[src/rtl/core/sha1_block_hash_unit_macros.svh]
// Assertion macros for the SHA-1 block hash unit.
// Used by the top level; no other dependencies.
`ifndef SHA1_BLOCK_HASH_UNIT_MACROS_SVH
`define SHA1_BLOCK_HASH_UNIT_MACROS_SVH

// same-cycle implication
`define SHA1BH_ASSERT_NOW(label, clk, rst, ante, cons, msg) \
  label: assert property (@(posedge clk) disable iff (rst) (ante) |-> (cons)) else $error(msg);

// next-cycle implication
`define SHA1BH_ASSERT_NEXT(label, clk, rst, ante, cons, msg) \
  label: assert property (@(posedge clk) disable iff (rst) (ante) |=> (cons)) else $error(msg);

`endif

[src/rtl/core/sha1bh_pkg.sv]
// Shared types and constants for the SHA-1 block hash unit.
// No dependencies.
package sha1bh_pkg;

  localparam int unsigned WordW   = 32;
  localparam int unsigned NumWin  = 16;
  localparam int unsigned NumCv   = 5;
  localparam int unsigned NumRnd  = 80;
  localparam int unsigned RndW    = 7;
  localparam int unsigned IdxW    = 3;

  typedef logic [WordW-1:0] word_t;

  typedef struct packed {
    word_t a;
    word_t b;
    word_t c;
    word_t d;
    word_t e;
  } vars_t;

  localparam word_t IV0 = 32'h67452301;
  localparam word_t IV1 = 32'hEFCDAB89;
  localparam word_t IV2 = 32'h98BADCFE;
  localparam word_t IV3 = 32'h10325476;
  localparam word_t IV4 = 32'hC3D2E1F0;

  localparam word_t K0 = 32'h5A827999;
  localparam word_t K1 = 32'h6ED9EBA1;
  localparam word_t K2 = 32'h8F1BBCDC;
  localparam word_t K3 = 32'hCA62C1D6;

  localparam logic [RndW-1:0] RND_LAST = RndW'(NumRnd - 1);
  localparam logic [IdxW-1:0] IDX_LAST = IdxW'(NumCv - 1);

  function automatic word_t rotl(input word_t x, input int unsigned n);
    rotl = (x << n) | (x >> (WordW - n));
  endfunction

endpackage

[src/rtl/core/sha1_block_hash_unit.sv]
// SHA-1 block hash unit: word intake, 16-word schedule shift line, round sequencer.
// Depends on sha1bh_pkg, sha1bh_round and sha1_block_hash_unit_macros.svh.
//
//  channel | dir | tdata                 | tuser                         | tlast
//  s_*     | in  | [31:0] message_word   | [0] start_message [1] final   | -
//  m_*     | out | [31:0] digest_word    | [2:0] word_index              | last_word
//
// A block takes 16 beats of intake, one beat a cycle while s_tvalid is high, then
// 80 rounds, one per cycle through the shared round unit, and then the chain add.
// A final block then emits five digest beats, each taken when m_tready is high.
// s_tready is low from the 16th beat until the block and its digest are done.
// rst is synchronous; it clears the sequencer and loads the initial chaining value.
`include "sha1_block_hash_unit_macros.svh"
module sha1_block_hash_unit import sha1bh_pkg::*; (
  input  logic        clk,
  input  logic        rst,
  input  logic        s_tvalid,
  output logic        s_tready,
  input  logic [31:0] s_tdata,   // [31:0] message_word
  input  logic [1:0]  s_tuser,   // [0] start_message, [1] final_block
  output logic        m_tvalid,
  input  logic        m_tready,
  output logic [31:0] m_tdata,   // [31:0] digest_word
  output logic [2:0]  m_tuser,   // [2:0] word_index
  output logic        m_tlast
);

  localparam logic [1:0] ST_IDLE   = 2'd0;
  localparam logic [1:0] ST_ROUND  = 2'd1;
  localparam logic [1:0] ST_FINISH = 2'd2;
  localparam logic [1:0] ST_EMIT   = 2'd3;

  logic [1:0]      state;
  logic [3:0]      word_count;
  logic [RndW-1:0] round_count;
  logic [IdxW-1:0] emit_idx;
  logic            emit_pending;

  word_t           win [NumWin];
  word_t           cv  [NumCv];
  vars_t           vars;
  vars_t           vars_next;
  word_t           w_new;

  logic            s_beat;
  logic            m_beat;

  assign s_tready = (state == ST_IDLE);
  assign s_beat   = s_tvalid && s_tready;
  assign m_tvalid = (state == ST_EMIT);
  assign m_beat   = m_tvalid && m_tready;

  assign w_new = rotl(win[13] ^ win[8] ^ win[2] ^ win[0], 1);

  sha1bh_round u_round (
    .vars      (vars),
    .w         (win[0]),
    .rnd       (round_count),
    .vars_next (vars_next)
  );

  // schedule shift line: intake and expansion both push at the top
  always_ff @(posedge clk) begin
    if (s_beat || state == ST_ROUND) begin
      for (int i = 0; i < NumWin - 1; i++) begin
        win[i] <= win[i+1];
      end
      win[NumWin-1] <= s_beat ? s_tdata : w_new;
    end
  end

  always_ff @(posedge clk) begin
    if (s_beat && word_count == 4'd15) begin
      vars <= '{a: cv[0], b: cv[1], c: cv[2], d: cv[3], e: cv[4]};
    end else if (state == ST_ROUND) begin
      vars <= vars_next;
    end
  end

  always_ff @(posedge clk) begin
    if (rst) begin
      state        <= ST_IDLE;
      word_count   <= '0;
      round_count  <= '0;
      emit_idx     <= '0;
      emit_pending <= 1'b0;
      cv[0]        <= IV0;
      cv[1]        <= IV1;
      cv[2]        <= IV2;
      cv[3]        <= IV3;
      cv[4]        <= IV4;
    end else begin
      unique case (state)
        ST_IDLE: begin
          if (s_beat) begin
            if (word_count == 4'd0 && s_tuser[0]) begin
              cv[0] <= IV0;
              cv[1] <= IV1;
              cv[2] <= IV2;
              cv[3] <= IV3;
              cv[4] <= IV4;
            end
            if (s_tuser[1]) begin
              emit_pending <= 1'b1;
            end
            word_count <= word_count + 4'd1;
            if (word_count == 4'd15) begin
              state       <= ST_ROUND;
              round_count <= '0;
            end
          end
        end
        ST_ROUND: begin
          if (round_count == RND_LAST) begin
            state       <= ST_FINISH;
            round_count <= '0;
          end else begin
            round_count <= round_count + RndW'(1);
          end
        end
        ST_FINISH: begin
          cv[0] <= cv[0] + vars.a;
          cv[1] <= cv[1] + vars.b;
          cv[2] <= cv[2] + vars.c;
          cv[3] <= cv[3] + vars.d;
          cv[4] <= cv[4] + vars.e;
          emit_idx <= '0;
          if (emit_pending) begin
            state        <= ST_EMIT;
            emit_pending <= 1'b0;
          end else begin
            state <= ST_IDLE;
          end
        end
        ST_EMIT: begin
          if (m_beat) begin
            if (emit_idx == IDX_LAST) begin
              state    <= ST_IDLE;
              emit_idx <= '0;
            end else begin
              emit_idx <= emit_idx + IdxW'(1);
            end
          end
        end
        default: state <= ST_IDLE;
      endcase
    end
  end

  always_comb begin
    unique case (emit_idx)
      3'd0:    m_tdata = cv[0];
      3'd1:    m_tdata = cv[1];
      3'd2:    m_tdata = cv[2];
      3'd3:    m_tdata = cv[3];
      default: m_tdata = cv[4];
    endcase
  end

  assign m_tuser = emit_idx;
  assign m_tlast = (emit_idx == IDX_LAST);

  `SHA1BH_ASSERT_NOW(a_ready_vs_out, clk, rst, m_tvalid, !s_tready, "intake open")
  `SHA1BH_ASSERT_NOW(a_rnd_range, clk, rst, state == ST_ROUND, round_count <= RND_LAST, "rnd")
  `SHA1BH_ASSERT_NEXT(a_rnd_done, clk, rst, round_count == RND_LAST, state == ST_FINISH, "end")
  `SHA1BH_ASSERT_NEXT(a_last_idle, clk, rst, m_beat && m_tlast, state == ST_IDLE, "close")
  `SHA1BH_ASSERT_NOW(a_emit_idx, clk, rst, m_tvalid, emit_idx <= IDX_LAST, "digest index")

endmodule

[src/rtl/core/sha1bh_round.sv]
// One SHA-1 round: round function, constant select and the five-term add.
// Depends on sha1bh_pkg.
module sha1bh_round import sha1bh_pkg::*; (
  input  vars_t           vars,
  input  word_t           w,
  input  logic [RndW-1:0] rnd,
  output vars_t           vars_next
);

  word_t f;
  word_t k;

  always_comb begin
    if (rnd < RndW'(20)) begin
      f = (vars.b & vars.c) ^ (~vars.b & vars.d);
      k = K0;
    end else if (rnd < RndW'(40)) begin
      f = vars.b ^ vars.c ^ vars.d;
      k = K1;
    end else if (rnd < RndW'(60)) begin
      f = (vars.b & vars.c) ^ (vars.b & vars.d) ^ (vars.c & vars.d);
      k = K2;
    end else begin
      f = vars.b ^ vars.c ^ vars.d;
      k = K3;
    end
  end

  always_comb begin
    vars_next.a = rotl(vars.a, 5) + f + vars.e + k + w;
    vars_next.b = vars.a;
    vars_next.c = rotl(vars.b, 30);
    vars_next.d = vars.c;
    vars_next.e = vars.d;
  end

endmodule
[config.mk]
export PLATFORM = sky130hd
export DESIGN_NAME = sha1_block_hash_unit
export DESIGN_NICKNAME = d
export VERILOG_FILES = /design/src/rtl/core/sha1bh_pkg.sv /design/src/rtl/core/sha1_block_hash_unit.sv /design/src/rtl/core/sha1bh_round.sv
export VERILOG_INCLUDE_DIRS = /design/src /design/src/rtl/core
export SDC_FILE = /design/constraint.sdc
export NUM_CORES = 2
export LEC_CHECK = 0
export ABC_AREA = 0
export BUFFER_PORTS_ARGS = -buffer_cell sky130_fd_sc_hd__buf_2
export CORE_MARGIN = 3
export CORE_UTILIZATION = 57
export CTS_CLUSTER_SIZE = 30
export DETAILED_ROUTE_END_ITERATION = 10
export PLACE_DENSITY = 0.77
export SLEW_MARGIN = 25
export SYNTH_ARGS = -nofsm -noshare
export SYNTH_HDL_FRONTEND = slang
export SYNTH_SLANG_ARGS = --single-unit
[constraint.sdc]
create_clock -name clk -period 24.2 [get_ports clk]
set_input_delay 2.42 -clock clk [delete_from_list [all_inputs] [get_ports clk]]
set_output_delay 2.42 -clock clk [all_outputs]
set_load 0.03 [all_outputs]
### Yosys cells after proc, flatten, opt, wreduce, memory -nomap -nowiden

Memory sizes are Yosys's and may differ from the RTL's.
Index checks and enable logic that the tools add are counted.

* register bits: 177
* RAM bits: 672
* output and inout bits: 38
* logic and storage cells: 134
* memories kept: 2

* add/subtract/negate cells: 12
* order comparisons: 3
* equality and inequality tests: 15
* muxes and demuxes: 49
* bitwise logic cells: 26
* reductions and logical operators: 17

Memories
* win: words 16, width 32, rd ports 16, clocked after memory_dff 0, wr ports 16, RTL line sha1_block_hash_unit.sv:39 `word_t win [NumWin];`
* cv: words 5, width 32, rd ports 5, clocked after memory_dff 0, wr ports 5, RTL line sha1_block_hash_unit.sv:40 `word_t cv [NumCv];`

Operators by type and width (count)
* 32-bit two-way mux: 16
* 160-bit two-way mux: 2
* 32-bit adder: 9
* 32-bit XOR: 8
* 32-bit bitwise AND: 4
* 32-bit case mux with 4 select lines: 1
* 32-bit NOT: 1
* 32-bit by 1-bit OR with 32-bit output: 1
* 32-bit by 30-bit OR with 32-bit output: 1
* 32-bit by 5-bit OR with 32-bit output: 1
* 31-bit two-way mux: 1
* 7-bit two-way mux: 3
* 7-bit by 6-bit < comparator with 1-bit output, second input constant: 2
* 1-bit two-way mux: 14
* 7-bit case mux with 2 select lines: 1
* 2-bit two-way mux: 6
* 2-bit by 1-bit inequality test with 1-bit output, second input constant: 6
* 1-bit OR: 10
* 2-bit case mux with 4 select lines: 1
* 2-bit nonzero test: 4
* 7-bit by 1-bit adder with 7-bit output, second input constant: 1
* 7-bit == test, second input constant: 1
* 7-bit by 5-bit < comparator with 1-bit output, second input constant: 1
* 3-bit by 2-bit == test with 1-bit output, second input constant: 2
* other kinds (18): 25

### Logic depth before layout (Yosys ltp)

* word-level depth: 12
* depth in mapped cells: 21
* gate-level depth less buffers: 19

### Hierarchy

From an unflattened synthesis, not the netlist that was laid out.

* cell total of the unflattened synthesis: 3675
* area total of the unflattened synthesis: 46044.2 µm²

Modules (own cells, without submodules)
* sha1_block_hash_unit: instances 1, cells each 2884, area an instance 39416.6 µm²
* sha1bh_round: instances 1, cells each 791, area an instance 6627.6 µm²

### Worst setup path after synthesis

No wires, ideal clock.

* kind: input -> register
* start point: input port s_tvalid
* end point: memory win[0][0] (netlist name), enable pin
* library setup time: 1.398 ns
* arrival: 23.639 ns
* data required time: 22.802 ns
* slack: -0.837 ns
* stages: 2
* buffers on the path: 0
* cells stage by stage: nor2_1 > nor2_1

RTL lines
* start, declared: RTL line sha1_block_hash_unit.sv:17 `input logic s_tvalid,`
* end, declared: RTL line sha1_block_hash_unit.sv:39

### Worst setup path in the final report

* start point: register emit_idx[2], in the netlist m_tuser[2]
* end point: output port m_tdata[31]

* longest elaborated chain between the ends: 2
* elaborated cells between the ends (all ways): 5
* those cells by class: eq/ne (3); mux (1); reduce/logical (1)

Ends and longest elaborated chain
* start, declared: RTL line sha1_block_hash_unit.sv:36 `logic [IdxW-1:0] emit_idx;`
* start signal, assigned: RTL line sha1_block_hash_unit.sv:141 `emit_idx <= emit_idx + IdxW'(1);`
* 3-bit by 2-bit == test with 1-bit output, or another cell as far along: RTL line sha1_block_hash_unit.sv:151 `unique case (emit_idx)`
* 32-bit case mux with 4 select lines (*): RTL line sha1_block_hash_unit.sv:151
* end, declared: RTL line sha1_block_hash_unit.sv:23 `output logic [31:0] m_tdata,`

Mark *: on every way between the ends. The rest lies on a longest branch, timed or not.

==> results_dict.tcl <==
set metrics [dict create \
    ir_worst_vdd_uv 54.89 \
    hold_viol 0 \
    dieArea_um2 80130 \
    end_kind "output pin" \
    dpl.hpwl_mm 77.76 \
    fin_nets 4085 \
    ys_ff_latch 849 \
    final_cell_mix "edfxtp_1 (832), nand2_1 (518), inv_1 (285)" \
    first_global_vias 28540 \
    start_kind "flip-flop" \
    antenna_cells 0 \
    maxSlewHeadroom 0.2790 \
    vias 29280 \
    cts.repair.resized 0 \
    tns_ns 0 \
    cts_tree "built" \
    leakagePower_nw 18.31 \
    ios 76 \
    critPathMaxFanout 64 \
    worstHoldStart "win[0][249]$_DFFE_PP_" \
    gp_congestion 0.9912 \
    dominantRegCellSynth "edfxtp_1" \
    ys_seq_area_frac 0.5787 \
    area.growth.synth_to_final_pct 10.06 \
    setup_viol 0 \
    utilization 0.6405 \
    hp-class "reg -> reg" \
    yosys.area.top_type "edfxtp_1" \
    synth_edf_count 832 \
    port_buffers 75 \
    worst-r2r-setup-slack_ns 18.03 \
    initial_utilization 0.5819 \
    worstPathRequired_ns 21.78 \
    die-width_um 283.1 \
    core_um2 75200 \
    path_cells "inv_1 > ha_1 > buf_4 > or4_2 > buf_4 > a31oi_1 > buf_2" \
    tightest_slew_ns 1.082 \
    hold_end "win[0][217]$_DFFE_PP_" \
    max_freq_ghz 0.1530 \
    fin_ws_ns 17.67 \
    num_rows 100 \
    crit_top_cell "buf_4" \
    instances_no_fill 4811 \
    ys_async_sr_fraction 0 \
    status "finished, final reports clean" \
    cts_setup_buffers 0 \
    h-tree-depth 3 \
    period_needed_ns 6.534 \
    grt_pass1_wl_mm 170.5 \
    die_h_um 283.1 \
    grt_max_degree 210 \
    syn-cell-area_um2 43760 \
    routedWlPerCell_um 23.33 \
    path_buf_inv 4 \
    cp.arrival_ns 4.11 \
    slowest_delay_ns 0.75 \
    rr_endpoint "vars[157]$_DFFE_PP_" \
    via_per_inst 6.087 \
    synth_nets 4002 \
    clk_pin_slew_ns 0.06 \
    yosys_warnings 0 \
    worstRegToRegCells 19 \
    p_per_area_nw_per_um2 68.76 \
    path_class "reg -> out" \
    r2r-start "round_count[5]$_SDFFE_PP0P_" \
    track_usage 0.2775 \
    yosysTopAreaCellShare 0.5709 \
    cts-root-buf "clkbuf_16" \
    dp_slack_ns 18.07 \
    dp_cells 4651 \
    synth_area_leaders "edfxtp_1 (57%), ha_1 (5.9%), fa_1 (5.4%)" \
    period_share 0.2700 \
    grt_overflow 0 \
    yosys.cell_types.count 85 \
    finalPower_mw 3.312 \
    synth_cells 3640 \
    clock_latency_ns 0.68 \
    drv_cap 0 \
    antenna_found_initial 2 \
    drt_pass1_iterations 8 \
    crit_slowest_cell "a31oi_1" \
    fin_worst_skew_ns 0.05198 \
    synth.avg_cell_area_um2 12.02 \
    holdPathStages 0 \
    cp_top_family "buffers and inverters" \
    rsz0062_at_grt "no" \
    slew_violations 0 \
    clkSinkCount 849 \
    cts_made_buffers 88 \
    drive_above_1_share 0.07017 \
    drtAntennaViolNets 0 \
    drc 0 \
    cts_hold_buf 0 \
    drt_iter0_drc 3644 \
    final_common_cell "edfxtp_1" \
    clock_path_buffers 3 \
    routed_wl_mm 112.3 \
]
[state kept, by name, summed over array words and instances, names as in the netlist]
register and flops:
win 512, state 2, vars 160, word_count 4
cv 160, m_tuser 3, round_count 7, emit_pending 1
[routing by layer]
| metal | up-vias | share of wire | GRT usage |
|---|---|---|---|
| met5 | - | 0.00015 | 0 |
| met4 | 2 | 0.049 | 0.1272 |
| met3 | 275 | 0.096 | 0.04413 |
| met2 | 1465 | 0.44 | 0.4075 |
| met1 | 14270 | 0.42 | 0.4100 |
| li1 | 13280 | - | - |
[where the power goes]
part / switching (mW) / leakage, nW / internal [mW]
Sequential: 0.0326 / 8.00 / 1.69
Clock: 0.589 / 1.37 / 0.744
Combinational: 0.157 / 8.94 / 0.0991
Total: 0.778 / 18.3 / 2.53
[Yosys cell counts (18+ instances only)]
library cell / n
nand2b_1: 24
mux2i_1: 38
o21bai_1: 18
fa_1: 117
a22oi_1: 66
a211oi_1: 30
nor3_1: 42
edfxtp_1: 832
a221oi_1: 19
inv_1: 286
or3_1: 18
a31oi_1: 50
nand4_1: 22
a21o_1: 73
ha_1: 207
nor2_1: 257
nor2b_1: 22
o21ai_0: 181
nand3_1: 35
nand2_1: 518
o21ai_1: 28
o21a_1: 33
xor2_1: 79
a21oi_1: 163
xnor2_1: 181
clkbuf_1: 86
[worst max-delay path by stage]
stage,startpoint,end,slack (ns),cells past startpoint
after floorplan,s_tvalid,win[0][0]$_DFFE_PP_,7.87,2
final,m_tuser[2]$_SDFFE_PP0P_,m_tdata[31],17.67,7
after global routing,round_count[5]$_SDFFE_PP0P_,vars[157]$_DFFE_PP_,17.52,19
after CTS,m_tuser[2]$_SDFFE_PP0P_,m_tdata[31],17.77,7
after global placement,s_tvalid,vars[83]$_DFFE_PP_,18.12,8
after detailed placement,s_tvalid,vars[20]$_DFFE_PP_,18.07,8
[per-stage QoR]
stage	area, µm²	hold WS [ns]
after floorplan	43760	0.4003
after global placement	45290	0.4002
after detailed placement	45290	0.4045
after CTS	48100	0.4080
after global routing	48160	0.4138
final	48160	0.4002
[logic make-up after synthesis]
kind of cell    after synthesis  synth area share
simple gates                996           0.09687
flops                       849            0.5787
buf+inv                     392           0.03382
fa+ha+maj                   324            0.1127
xor+xnor                    260           0.05204
mux                          38          0.008692
compound gates              781            0.1171
[final cells by class]
class                           count  area [µm²]
Fill cell                        5598       27030
Clock inverter                     51       530.5
Inverter                          288        1086
Clock buffer                      107        2283
Sequential cell                   849       25320
Tap cell                         1020        1276
Timing Repair Buffer               97       634.4
Multi-Input combinational cell   2399       17030
Note: power is estimated with default switching activity, not from simulation.
